--- config.mk ---
export PLATFORM = sky130hd
export DESIGN_NAME = mt_protocol_b_single_touch_decoder_top
export DESIGN_NICKNAME = d
export VERILOG_FILES = /design/src/rtl/mtb_pkg.sv /design/src/rtl/mtb_div.sv /design/src/rtl/mtb_ctrl.sv /design/src/rtl/mtb_dp.sv /design/src/rtl/mt_protocol_b_single_touch_decoder_top.sv
export SDC_FILE = /design/constraint.sdc
export NUM_CORES = 2
export LEC_CHECK = 0
export BUFFER_PORTS_ARGS = -buffer_cell sky130_fd_sc_hd__clkbuf_2
export CAP_MARGIN = 5
export CORE_UTILIZATION = 40
export CTS_BUF_LIST = sky130_fd_sc_hd__clkbuf_8
export DETAILED_ROUTE_END_ITERATION = 10
export HOLD_SLACK_MARGIN = 0.08
export PLACE_DENSITY = 0.57
export SYNTH_ARGS = -nofsm -noshare
export SYNTH_HDL_FRONTEND = slang
export SYNTH_HIERARCHICAL = 1
export SYNTH_SLANG_ARGS = --single-unit
--- constraint.sdc ---
create_clock -name clk -period 38.6 [get_ports clk]
set_clock_uncertainty 0.2 [all_clocks]
set_input_delay 7.72 -clock clk [delete_from_list [all_inputs] [get_ports clk]]
set_output_delay 7.72 -clock clk [all_outputs]
set_load 0.005 [all_outputs]
--- src/rtl/mtb_pkg.sv ---
// ----------------------------------------------------------------------------
// mtb_pkg
// Shared types and constants of the single-touch event decoder.
// ----------------------------------------------------------------------------
package mtb_pkg;

	// Event types and codes
	localparam logic [15:0] EvtSyn       = 16'd0;
	localparam logic [15:0] EvtKey       = 16'd1;
	localparam logic [15:0] EvtAbs       = 16'd3;
	localparam logic [15:0] SyncReport   = 16'd0;
	localparam logic [15:0] SyncDropped  = 16'd3;
	localparam logic [15:0] AxisSlot     = 16'h002F;
	localparam logic [15:0] AxisPosX     = 16'h0035;
	localparam logic [15:0] AxisPosY     = 16'h0036;
	localparam logic [15:0] AxisTrackId  = 16'h0039;

	// Key codes
	localparam logic [15:0] KeyPower     = 16'd116;
	localparam logic [15:0] KeyPagePrev  = 16'd104;
	localparam logic [15:0] KeyPageNext  = 16'd109;
	localparam logic [15:0] KeyHome      = 16'd102;
	localparam logic [15:0] KeyMenu      = 16'd139;
	localparam logic [15:0] KeyBack      = 16'd158;

	localparam logic [2:0] KeyIdPower    = 3'd0;
	localparam logic [2:0] KeyIdPagePrev = 3'd1;
	localparam logic [2:0] KeyIdPageNext = 3'd2;
	localparam logic [2:0] KeyIdHome     = 3'd3;
	localparam logic [2:0] KeyIdMenu     = 3'd4;
	localparam logic [2:0] KeyIdBack     = 3'd5;

	localparam logic signed [31:0] KeyRepeat = 32'sd2;

	// Result kinds
	localparam logic [2:0] KindKey    = 3'd0;
	localparam logic [2:0] KindDown   = 3'd1;
	localparam logic [2:0] KindMove   = 3'd2;
	localparam logic [2:0] KindUp     = 3'd3;
	localparam logic [2:0] KindCancel = 3'd4;

	// Configuration register indexes
	localparam logic [2:0] RegTouch   = 3'd0;
	localparam logic [2:0] RegXMin    = 3'd1;
	localparam logic [2:0] RegXMax    = 3'd2;
	localparam logic [2:0] RegYMin    = 3'd3;
	localparam logic [2:0] RegYMax    = 3'd4;
	localparam logic [2:0] RegWidth   = 3'd5;
	localparam logic [2:0] RegHeight  = 3'd6;
	localparam logic [2:0] RegOrient  = 3'd7;

	// Time conversion: usec / 1000 as a multiply by 2^30/1000 rounded up
	localparam logic [20:0] UsecRecip = 21'd1073742;
	localparam int          UsecShift = 30;
	localparam logic [9:0]  MsPerSec  = 10'd1000;

	// Divider geometry: numerator is a 34-bit offset times a 14-bit size
	localparam int NumW = 48;
	localparam int DenW = 34;

	typedef struct packed {
		logic capture;   // latch the accepted event
		logic apply;     // plan results and update tracking state
		logic div_start; // start scaling one axis
		logic div_axis;  // 0: X, 1: Y
		logic emit_sel;  // 0: first result, 1: second result
	} mtb_cmd_t;

	typedef struct packed {
		logic [1:0] plan_cnt;
		logic       plan_map;
		logic       two;
		logic       div_done;
	} mtb_sts_t;

endpackage

--- src/rtl/mtb_div.sv ---
// ----------------------------------------------------------------------------
// mtb_div
// Restoring unsigned divider, one quotient bit per cycle.
// ----------------------------------------------------------------------------
module mtb_div (
	input  logic                     clk,
	input  logic                     arst_n,
	input  logic                     start,
	input  logic [mtb_pkg::NumW-1:0] num,
	input  logic [mtb_pkg::DenW-1:0] den,
	output logic                     done,
	output logic [mtb_pkg::NumW-1:0] quo
);
	import mtb_pkg::*;

	localparam int CntW = $clog2(NumW + 1);

	logic [NumW-1:0] quo_q;
	logic [DenW-1:0] den_q;
	logic [DenW-1:0] rem_q;
	logic [CntW-1:0] cnt_q;
	logic            busy_q;
	logic [DenW:0]   trial;
	logic            fits;

	// Done is raised once all quotient bits have been shifted in.
	assign trial = {rem_q, quo_q[NumW-1]};
	assign fits  = trial >= {1'b0, den_q};
	assign done  = busy_q && (cnt_q == CntW'(NumW));
	assign quo   = quo_q;

	always_ff @(posedge clk or negedge arst_n) begin
		if (!arst_n) begin
			busy_q <= 1'b0;
			cnt_q  <= '0;
		end else if (start) begin
			busy_q <= 1'b1;
			cnt_q  <= '0;
		end else if (busy_q) begin
			busy_q <= !done;
			cnt_q  <= cnt_q + 1'b1;
		end
	end

	always_ff @(posedge clk) begin
		if (start) begin
			quo_q <= num;
			den_q <= den;
			rem_q <= '0;
		end else if (busy_q && !done) begin
			quo_q <= {quo_q[NumW-2:0], fits};
			rem_q <= fits ? DenW'(trial - {1'b0, den_q}) : trial[DenW-1:0];
		end
	end
endmodule

--- src/rtl/mtb_ctrl.sv ---
// ----------------------------------------------------------------------------
// mtb_ctrl
// Sequencer: takes one event, plans its results, scales both axes if mapped, emits.
// ----------------------------------------------------------------------------
module mtb_ctrl (
	input  logic              clk,
	input  logic              arst_n,
	input  logic              in_valid,
	output logic              in_stall,
	output logic              out_valid,
	input  logic              out_stall,
	input  mtb_pkg::mtb_sts_t sts,
	output mtb_pkg::mtb_cmd_t cmd
);
	import mtb_pkg::*;

	localparam logic [2:0] StIdle   = 3'd0;
	localparam logic [2:0] StDecode = 3'd1;
	localparam logic [2:0] StXGo    = 3'd2;
	localparam logic [2:0] StXWait  = 3'd3;
	localparam logic [2:0] StYGo    = 3'd4;
	localparam logic [2:0] StYWait  = 3'd5;
	localparam logic [2:0] StEmitA  = 3'd6;
	localparam logic [2:0] StEmitB  = 3'd7;

	logic [2:0] state_q;
	logic [2:0] state_d;

	assign in_stall  = state_q != StIdle;
	assign out_valid = (state_q == StEmitA) || (state_q == StEmitB);

	always_comb begin
		state_d       = state_q;
		cmd           = '0;
		cmd.emit_sel  = state_q == StEmitB;
		unique case (state_q)
			StIdle: begin
				cmd.capture = in_valid;
				if (in_valid) state_d = StDecode;
			end
			StDecode: begin
				cmd.apply = 1'b1;
				if (sts.plan_cnt == 2'd0) state_d = StIdle;
				else if (sts.plan_map) state_d = StXGo;
				else state_d = StEmitA;
			end
			StXGo: begin
				cmd.div_start = 1'b1;
				cmd.div_axis  = 1'b0;
				state_d       = StXWait;
			end
			StXWait: begin
				if (sts.div_done) state_d = StYGo;
			end
			StYGo: begin
				cmd.div_start = 1'b1;
				cmd.div_axis  = 1'b1;
				state_d       = StYWait;
			end
			StYWait: begin
				if (sts.div_done) state_d = StEmitA;
			end
			StEmitA: begin
				if (!out_stall) state_d = sts.two ? StEmitB : StIdle;
			end
			StEmitB: begin
				if (!out_stall) state_d = StIdle;
			end
		endcase
	end

	always_ff @(posedge clk or negedge arst_n) begin
		if (!arst_n) begin
			state_q <= StIdle;
		end else begin
			state_q <= state_d;
		end
	end
endmodule

--- src/rtl/mtb_dp.sv ---
// ----------------------------------------------------------------------------
// mtb_dp
// Datapath: configuration, contact tracking, coordinate mapping, results.
// ----------------------------------------------------------------------------
module mtb_dp (
	input  logic              clk,
	input  logic              arst_n,
	input  logic              cfg_we,
	input  logic [2:0]        cfg_index,
	input  logic [31:0]       cfg_data,
	input  logic [15:0]       ev_type,
	input  logic [15:0]       ev_code,
	input  logic signed [31:0] ev_value,
	input  logic [31:0]       stamp_sec,
	input  logic [19:0]       stamp_usec,
	output logic [2:0]        kind,
	output logic [2:0]        key_id,
	output logic              pressed,
	output logic [12:0]       pos_x,
	output logic [12:0]       pos_y,
	output logic [41:0]       time_ms,
	output logic              last,
	input  mtb_pkg::mtb_cmd_t cmd,
	output mtb_pkg::mtb_sts_t sts
);
	import mtb_pkg::*;

	// Configuration
	logic              touch_q;
	logic signed [31:0] xmin_q, xmax_q, ymin_q, ymax_q;
	logic [13:0]       width_q, height_q;
	logic [2:0]        orient_q;

	// Captured event
	logic [15:0]       type_q, code_q;
	logic signed [31:0] value_q;
	logic [41:0]       sec_ms_q;
	logic [10:0]       usec_ms_q;

	// Tracking state
	logic signed [31:0] cur_slot_q, prim_slot_q, raw_x_q, raw_y_q;
	logic              contact_q, down_pend_q, up_pend_q, moved_q, resync_q;

	// Planned results
	logic [2:0]        kind_a_q, kind_b_q, key_id_q;
	logic              pressed_q, two_q;
	logic [12:0]       pos_x_q, pos_y_q;
	logic              axis_q;

	// Event decode
	logic is_dropped, is_report, is_abs, is_key;
	logic [2:0] kidx;
	logic kvalid;
	logic cd_new, first_ok, up_fire, slot_match;
	logic [1:0] plan_cnt;
	logic plan_map;
	logic [2:0] plan_ka, plan_kb;

	assign is_dropped = (type_q == EvtSyn) && (code_q == SyncDropped);
	assign is_report  = (type_q == EvtSyn) && (code_q == SyncReport);
	assign is_abs     = type_q == EvtAbs;
	assign is_key     = type_q == EvtKey;
	assign slot_match = cur_slot_q == prim_slot_q;

	always_comb begin
		kvalid = 1'b1;
		unique case (code_q)
			KeyPower:    kidx = KeyIdPower;
			KeyPagePrev: kidx = KeyIdPagePrev;
			KeyPageNext: kidx = KeyIdPageNext;
			KeyHome:     kidx = KeyIdHome;
			KeyMenu:     kidx = KeyIdMenu;
			KeyBack:     kidx = KeyIdBack;
			default: begin
				kidx   = KeyIdPower;
				kvalid = 1'b0;
			end
		endcase
	end

	// A down on this report makes the contact live before the up is checked.
	assign cd_new   = down_pend_q | contact_q;
	assign first_ok = down_pend_q | (moved_q & contact_q & ~up_pend_q);
	assign up_fire  = up_pend_q & cd_new;

	always_comb begin
		plan_cnt = 2'd0;
		plan_map = 1'b0;
		plan_ka  = KindKey;
		plan_kb  = KindUp;
		if (!touch_q) begin
			plan_cnt = {1'b0, is_key && kvalid && (value_q != KeyRepeat)};
		end else if (is_dropped) begin
			plan_cnt = {1'b0, contact_q};
			plan_map = 1'b1;
			plan_ka  = KindCancel;
		end else if (is_report && !resync_q) begin
			plan_cnt = 2'({1'b0, first_ok}) + 2'({1'b0, up_fire});
			plan_map = 1'b1;
			plan_ka  = !first_ok ? KindUp : (down_pend_q ? KindDown : KindMove);
		end
	end

	// Coordinate mapping for one axis
	logic signed [32:0] xo, yo, mxo, myo, a_off, a_span;
	logic signed [34:0] v, dv;
	logic [13:0] size, lim, cl;
	logic mir, map_axis, zero;
	logic [NumW-1:0] quo;
	logic div_done;

	assign map_axis = cmd.div_start ? cmd.div_axis : axis_q;
	assign xo  = 33'(raw_x_q) - 33'(xmin_q);
	assign yo  = 33'(raw_y_q) - 33'(ymin_q);
	assign mxo = 33'(xmax_q) - 33'(xmin_q);
	assign myo = 33'(ymax_q) - 33'(ymin_q);

	always_comb begin
		if (!map_axis) begin
			a_off  = orient_q[0] ? yo : xo;
			a_span = orient_q[0] ? myo : mxo;
			mir    = orient_q[1];
			size   = width_q;
		end else begin
			a_off  = orient_q[0] ? xo : yo;
			a_span = orient_q[0] ? mxo : myo;
			mir    = orient_q[2];
			size   = height_q;
		end
		v    = mir ? (35'(a_span) - 35'(a_off)) : 35'(a_off);
		dv   = 35'(a_span) + 35'sd1;
		zero = dv[34] || (dv == '0) || (size == '0) || v[34] || (v == '0);
		lim  = size - 14'd1;
		if (|quo[NumW-1:14]) cl = lim;
		else cl = (quo[13:0] > lim) ? lim : quo[13:0];
	end

	mtb_div u_div (
		.clk    (clk),
		.arst_n (arst_n),
		.start  (cmd.div_start),
		.num    (NumW'(v[33:0]) * NumW'(size)),
		.den    (dv[DenW-1:0]),
		.done   (div_done),
		.quo    (quo)
	);

	always_ff @(posedge clk or negedge arst_n) begin
		if (!arst_n) begin
			touch_q  <= 1'b1;
			xmin_q   <= '0;
			xmax_q   <= 32'sd4095;
			ymin_q   <= '0;
			ymax_q   <= 32'sd4095;
			width_q  <= 14'd1024;
			height_q <= 14'd768;
			orient_q <= '0;
		end else if (cfg_we) begin
			unique case (cfg_index)
				RegTouch:  touch_q  <= cfg_data[0];
				RegXMin:   xmin_q   <= cfg_data;
				RegXMax:   xmax_q   <= cfg_data;
				RegYMin:   ymin_q   <= cfg_data;
				RegYMax:   ymax_q   <= cfg_data;
				RegWidth:  width_q  <= cfg_data[13:0];
				RegHeight: height_q <= cfg_data[13:0];
				RegOrient: orient_q <= cfg_data[2:0];
			endcase
		end
	end

	always_ff @(posedge clk or negedge arst_n) begin
		if (!arst_n) begin
			cur_slot_q  <= '0;
			prim_slot_q <= -32'sd1;
			contact_q   <= 1'b0;
			raw_x_q     <= '0;
			raw_y_q     <= '0;
			down_pend_q <= 1'b0;
			up_pend_q   <= 1'b0;
			moved_q     <= 1'b0;
			resync_q    <= 1'b0;
		end else if (cmd.apply && touch_q) begin
			if (is_dropped) begin
				contact_q   <= 1'b0;
				down_pend_q <= 1'b0;
				up_pend_q   <= 1'b0;
				moved_q     <= 1'b0;
				prim_slot_q <= -32'sd1;
				resync_q    <= 1'b1;
			end else if (is_abs && !resync_q) begin
				unique case (code_q)
					AxisSlot: cur_slot_q <= value_q;
					AxisTrackId: begin
						if (!value_q[31]) begin
							if (prim_slot_q[31] && !contact_q) begin
								prim_slot_q <= cur_slot_q;
								down_pend_q <= 1'b1;
							end
						end else if (slot_match) begin
							up_pend_q <= 1'b1;
						end
					end
					AxisPosX: begin
						if (slot_match) begin
							raw_x_q <= value_q;
							moved_q <= 1'b1;
						end
					end
					AxisPosY: begin
						if (slot_match) begin
							raw_y_q <= value_q;
							moved_q <= 1'b1;
						end
					end
					default: ;
				endcase
			end else if (is_report) begin
				if (resync_q) begin
					resync_q <= 1'b0;
				end else begin
					contact_q   <= cd_new & ~up_fire;
					if (up_fire) prim_slot_q <= -32'sd1;
					down_pend_q <= 1'b0;
					up_pend_q   <= 1'b0;
					moved_q     <= 1'b0;
				end
			end
		end
	end

	always_ff @(posedge clk) begin
		if (cmd.capture) begin
			type_q    <= ev_type;
			code_q    <= ev_code;
			value_q   <= ev_value;
			sec_ms_q  <= 42'(stamp_sec) * 42'(MsPerSec);
			usec_ms_q <= 11'((41'(stamp_usec) * 41'(UsecRecip)) >> UsecShift);
		end
		if (cmd.apply) begin
			kind_a_q  <= plan_ka;
			kind_b_q  <= plan_kb;
			two_q     <= plan_cnt == 2'd2;
			key_id_q  <= touch_q ? KeyIdPower : kidx;
			pressed_q <= !touch_q && (value_q != '0);
		end
		if (cmd.div_start) axis_q <= cmd.div_axis;
		if (div_done) begin
			if (!axis_q) pos_x_q <= zero ? '0 : (cl[13] ? 13'h1FFF : cl[12:0]);
			else pos_y_q <= zero ? '0 : (cl[13] ? 13'h1FFF : cl[12:0]);
		end
	end

	assign kind    = cmd.emit_sel ? kind_b_q : kind_a_q;
	assign key_id  = key_id_q;
	assign pressed = pressed_q;
	assign pos_x   = (kind == KindKey) ? '0 : pos_x_q;
	assign pos_y   = (kind == KindKey) ? '0 : pos_y_q;
	assign time_ms = sec_ms_q + 42'(usec_ms_q);
	assign last    = cmd.emit_sel | ~two_q;

	assign sts.plan_cnt = plan_cnt;
	assign sts.plan_map = plan_map;
	assign sts.two      = two_q;
	assign sts.div_done = div_done;
endmodule

--- src/rtl/mt_protocol_b_single_touch_decoder_top.sv ---
// ----------------------------------------------------------------------------
// mt_protocol_b_single_touch_decoder_top
// Input event decoder for key devices and multitouch protocol B panels.
// ----------------------------------------------------------------------------
// One event is taken at a time. An event that yields no result passes through
// the decode state only; a key result also goes through the emit state and
// waits out any output stall. A sync report or dropped sync with results
// scales both axes on one shared restoring divider at one quotient bit per
// cycle (48 quotient bits per axis), before its results are emitted one by one.
// Configuration writes are taken at any time but only while no event
// is in flight do they apply safely.
module mt_protocol_b_single_touch_decoder_top (
	input  logic               clk,
	input  logic               arst_n,
	input  logic               cfg_we,
	input  logic [2:0]         cfg_index,
	input  logic [31:0]        cfg_data,
	input  logic               in_valid,
	output logic               in_stall,
	input  logic [15:0]        ev_type,
	input  logic [15:0]        ev_code,
	input  logic signed [31:0] ev_value,
	input  logic [31:0]        stamp_sec,
	input  logic [19:0]        stamp_usec,
	output logic               out_valid,
	input  logic               out_stall,
	output logic [2:0]         kind,
	output logic [2:0]         key_id,
	output logic               pressed,
	output logic [12:0]        pos_x,
	output logic [12:0]        pos_y,
	output logic [41:0]        time_ms,
	output logic               last
);
	import mtb_pkg::*;

	mtb_cmd_t cmd;
	mtb_sts_t sts;

	mtb_ctrl u_ctrl (
		.clk       (clk),
		.arst_n    (arst_n),
		.in_valid  (in_valid),
		.in_stall  (in_stall),
		.out_valid (out_valid),
		.out_stall (out_stall),
		.sts       (sts),
		.cmd       (cmd)
	);

	mtb_dp u_dp (
		.clk        (clk),
		.arst_n     (arst_n),
		.cfg_we     (cfg_we),
		.cfg_index  (cfg_index),
		.cfg_data   (cfg_data),
		.ev_type    (ev_type),
		.ev_code    (ev_code),
		.ev_value   (ev_value),
		.stamp_sec  (stamp_sec),
		.stamp_usec (stamp_usec),
		.kind       (kind),
		.key_id     (key_id),
		.pressed    (pressed),
		.pos_x      (pos_x),
		.pos_y      (pos_y),
		.time_ms    (time_ms),
		.last       (last),
		.cmd        (cmd),
		.sts        (sts)
	);
endmodule
# [Word level (Yosys, flattened, before mapping)]
# Cells that the tools add are included.
[totals] register_bits=568 out_inout_bits=78 word_cells=249
[op_classes] n_addsub=11 n_mul=3 n_lt_le_gt_ge=2 n_eq_ne=45 muxes=78 bitwise=14 reduce_logical=60
[ops] op="2-to-1 mux 32 bit" n=8
[ops] op="2-to-1 mux 33 bit" n=6
[ops] op="subtractor 32 x 32 -> 33 bit" n=4
[ops] op="2-to-1 mux 48 bit" n=2
[ops] op="logical NOT 35 bit" n=2
[ops] op="== test 16 x 6 -> 1 bit (second input constant)" n=4
[ops] op="== test 16 x 7 -> 1 bit (second input constant)" n=4
[ops] op="2-to-1 mux 13 bit" n=4
[ops] op="multiplier 34 x 14 -> 48 bit" n=1
[ops] op="adder 42 x 11 -> 42 bit" n=1
[ops] op="2-to-1 mux 14 bit" n=3
[ops] op="multiplier 20 x 20 -> 40 bit (second input constant)" n=1
[ops] op="multiplier 32 x 7 -> 39 bit (second input constant)" n=1
[ops] op="2-to-1 mux 3 bit" n=12
[ops] op=">= comparator 35 x 34 -> 1 bit" n=1
[ops] op="2-to-1 mux 35 bit" n=1
[ops] op="adder 33 x 2 -> 34 bit (second input constant)" n=1
[ops] op="2-to-1 mux 34 bit" n=1
[ops] op="OR reduction 34 bit" n=1
[ops] op="subtractor 33 x 33 -> 34 bit" n=1
[ops] op="subtractor 34 bit" n=1
[ops] op="== test 16 x 2 -> 1 bit (second input constant)" n=2
[ops] op="== test 16 x 8 -> 1 bit (second input constant)" n=2
[ops] op="== test 32 bit" n=1
[ops] op="other kinds (44)" n=148

# [Longest topological paths before layout]
[depth] ltp_word=11 mapped_depth=50

# [Hierarchy]
# Netlist, hierarchy kept.
[modules_own_cells] module="mtb_dp" instances=1 cells_per_inst=5808 area_each_um2=54705.0 seq_area_each_um2=11871.4
[modules_own_cells] module="mtb_div" instances=1 cells_per_inst=697 area_each_um2=7268.2 seq_area_each_um2=3318.2
[modules_own_cells] module="mtb_ctrl" instances=1 cells_per_inst=34 area_each_um2=274.0 seq_area_each_um2=75.1

# [Least setup slack after synthesis]
# No wires, ideal clock.
[synth_timing] path_kind="input to register" from="in stamp_usec[4]" to="reg u_dp.usec_ms_q[8], data pin" setup_time_ns=0.261 arrival_ns=13.034 required_time_ns=38.139 slack_ns=25.105 stages=23 path_buffers=0 path_cell_list="ha_1 ha_1 inv_1 fa_1 inv_1 ha_1 fa_1 fa_1 fa_1 ha_1 a21o_1 a21o_1 a21oi_1 o2111ai_1 a21oi_1 nand3_1 a21o_1 a31oi_1 o21ai_0 a21oi_1 nor2b_1 o21a_1 o311a_1"
[synth_between] elab_chain_len=1
[synth_lines] element="start, declared" line_no="mt_protocol_b_single_touch_decoder_top.sv:24" rtl="input logic [19:0] stamp_usec,"
[synth_lines] element="multiplier 20 x 20 -> 40 bit" line_no="mtb_dp.sv:238" rtl="usec_ms_q <= 11'((41'(stamp_usec) * 41'(UsecRecip)) >> UsecShift);"
[synth_lines] element="end signal, assigned" line_no="mtb_dp.sv:238"
[synth_lines] element="end, declared" line_no="mtb_dp.sv:38" rtl="logic [10:0] usec_ms_q;"
# Every way passes these cells.
# A chain may end at the register's enable or synchronous reset.

==> results.md <==
* Yosys cell types at 121
* Core ar. at 154000 µm²
* Number of synthesized flops with an enable pin at 230
* TritonCTS Sinks at 568
* Mapped Nets at 7874
* Iter 0 DRT Violations at 3505
* Fin crit period at 13.83 ns
* Later-pin clock latency in the skew report at 0.86 ns
* CTS root buf: clkbuf_8
* Buffer depth of the longest clock path at 3
* Syn Area/Cell at 9.52 µm²
* Final WL at 193000 µm
* IO Count at 234
* Clk slew on worst S/H paths at 0.06 ns
* Largest net degree at the start of global routing at 159
* Setup-failing EPs final at 0
* Reg2reg start: u_ctrl/state_q[2]
* Slew headroom at 0.127
* Via Count at 49100
* Hold_buf cts at 0
* Fin nets at 8060
* Row count at 144
* Post-CTS Setup Repair Bufs at 0
* Post-DP HPWL at 151000 µm
* CP Capture Type: flop
* Highest clock rate at 0.0723 GHz
* Critical Setup Path Class: reg -> reg
* CP Launch Type: flop
* Setup TNS at 0 ns
* Global route overflow at 0
* Type of the worst min-delay path: reg -> reg
* CTS Buf Count at 105
* Critical path fanouts, max at 133
* Buffers on Ports at 233
* Area Growth Syn to Fin at 9.24%
* RSZ-0062 raised after global routing: no
* Initial core utilization at 0.404
* Initial antenna violation count at 20
* Ys async rst share at 0.533
* Die width at 396 µm
* Final slew viol count at 0
* Slowest cell on crit path: mux2i_1
* Part of the cycle the worst path needs at 0.358
* Final ANT Viol Nets at 0
* Reg2Reg Setup Slack at 24.77 ns
* Crit path required time at 38.99 ns
* Drt pass-1 iters at 8
* Residual DRC at 36
* WHS Path Cells at 1
* Worst Hold End: u_dp/ymin_q[12]
* Number of global-route vias before repair at 50200
* CP bufs+invs at 7
* Register area share after synthesis at 0.245
* Die Span Y at 396 µm
* Post_cts resized at 0
* First-pass GRT wire length at 298000 µm
* GP Congestion at 0.956
* Post-DR wirelength/cell at 21.7 µm
* Vias/cell at 5.53
* Hold path start: u_dp/ymin_q[12]
* Status: finished with violations
* Failing checks: design-rule violations
* Post-Syn Area at 62200 µm²
* CTS tree: done
* Gr usage total at 0.246
* Synth Register Bits at 568
* H-Tree Depth at 3
* Layout cells sized above 1 at 0.141
* # Max-Cap Violations at 0
* Die Area at 157000 µm²
* Worst R2R End: u_dp/u_div/quo[46]
* Most common cell on crit path: fa_1
* Top-area cell type share of the netlist area at 0.190
* Cell family with most CP delay: adder cells
* Crit. path cell count at 39
* Mapped Cells at 6539
* Critical path data arrival time at 14.22 ns
* Synth Flop Type: dfrtp_1
* Most area-hungry cell type in the Yosys netlist: fa_1
* Slew @ Worst Pin at 1.31 ns
* Final hold vios at 0
* R2R cell count at 39
* YS warnings at 6
* Main area contributors after synthesis: fa_1 (19%), ha_1 (12%), edfxtp_1 (11%), dfrtp_1 (9.8%), inv_1 (5.4%)
* CP peak stage delay at 0.78 ns
through the flow:
stage	instances	util	hold slack, ns	worst slack (ns)	instance area, µm²
after global routing	8864	0.441	0.322	23.58	68000
after global placement	8662	0.426	0.285	24.49	65600
after floorplan	6539	-	0.263	25.11	62200
after CTS	8860	0.441	0.306	24.59	68000
final	8871	0.441	0.306	24.77	68000
after detailed placement	8662	0.426	0.292	24.39	65600
cell usage in the layout, fill, tap and decap left out, types with 213 or more instances in the layout:
cell / synthesis / routed
edfxtp_1: 230 / 230
xnor2_1: 213 / 213
dfrtp_1: 243 / 243
ha_1: 588 / 588
fa_1: 591 / 591
inv_1: 899 / 928
nor2_1: 495 / 493
mux2_2: 293 / 293
nand2_1: 599 / 599
clkbuf_2: 2 / 232
a21oi_1: 287 / 287
state kept, by name (all words and copies together) (netlist names), 6 cells and up:
name and cells:
u_dp/value_q 32, u_dp/cur_slot_q 32, u_dp/raw_y_q 32, u_dp/xmax_q 32, u_dp/u_div/cnt_q 6, u_dp/ymax_q 32
u_dp/pos_y_q 13, u_dp/prim_slot_q 32, u_dp/u_div/rem_q 34, u_dp/ymin_q 32, u_dp/u_div/den_q 34, u_dp/u_div/quo 48
u_dp/sec_ms_q 39, u_dp/height_q 14, u_dp/code_q 16, u_dp/raw_x_q 32, u_dp/pos_x_q 13, u_dp/width_q 14
u_dp/type_q 16, u_dp/xmin_q 32, u_dp/usec_ms_q 11
synth_stat cells, drive strengths merged, types with 68 or more instances:
master and number:
nand2b 72, nand2 599, xor2 96, o21ai 240
clkbuf 147, nor2b 84, nand3 119, nor3 111
buf 73, ha 588, inv 899, dfrtp 243
a21oi 293, fa 591, and2 68, nor2 496
edfxtp 230, xnor2 215, a21o 112, mux2 295
final cells by class:
type	count	area [µm²]
well taps	2044	2560
clock inverters	78	677
inverters	900	3380
clock buffers	120	1650
diodes	11	27.5
flip-flops and latches	568	15300
repair buffers	299	1700
fillers	15200	86200
multi-input cells	4851	42700
cells by family (layout without fill, tap and decap cells):
logic type      Yosys count  count (layout)  synth area share
buf+inv                1120            1397            0.0703
xor+xnor                311             311            0.0441
flops                   568             568             0.245
simple gates           1886            1886             0.146
compound gates         1134            1134             0.125
mux                     341             341            0.0611
fa+ha+maj              1179            1179             0.308
other cells               0              11                 0
worst register-to-register path: cells and delay by family (launching register included):
kind	cells	cell delay (ns)
buffers and inverters	7	2.01
xor gates and xnor gates	3	0.47
AOI/OAI and AO/OA	10	3.31
adders and majority gates	8	3.65
DFF	1	0.54
and+or+nand+nor	8	1.97
muxes	3	1.41
how the worst max path moves through the flow:
| stage | startpoint | endpoint | slack [ns] |
|---|---|---|---|
| floorplan | stamp_usec[4] | u_dp/usec_ms_q[8] | 25.11 |
| global placement | stamp_usec[3] | u_dp/usec_ms_q[8] | 24.49 |
| detailed placement | stamp_usec[3] | u_dp/usec_ms_q[8] | 24.39 |
| CTS | u_ctrl/state_q[2] | u_dp/u_div/quo[46] | 24.59 |
| global route | u_ctrl/state_q[2] | u_dp/u_div/quo[46] | 23.58 |
| finish | u_ctrl/state_q[2] | u_dp/u_div/quo[46] | 24.77 |
layer usage:
metal,routed length (µm),track usage
met1,86200,0.335
met2,87300,0.393
met5,150,0
met4,5310,0.0681
met3,13600,0.0515
Power is not shown: default switching activity piles up to over one toggle a cycle in this logic, so the estimate is an artifact.
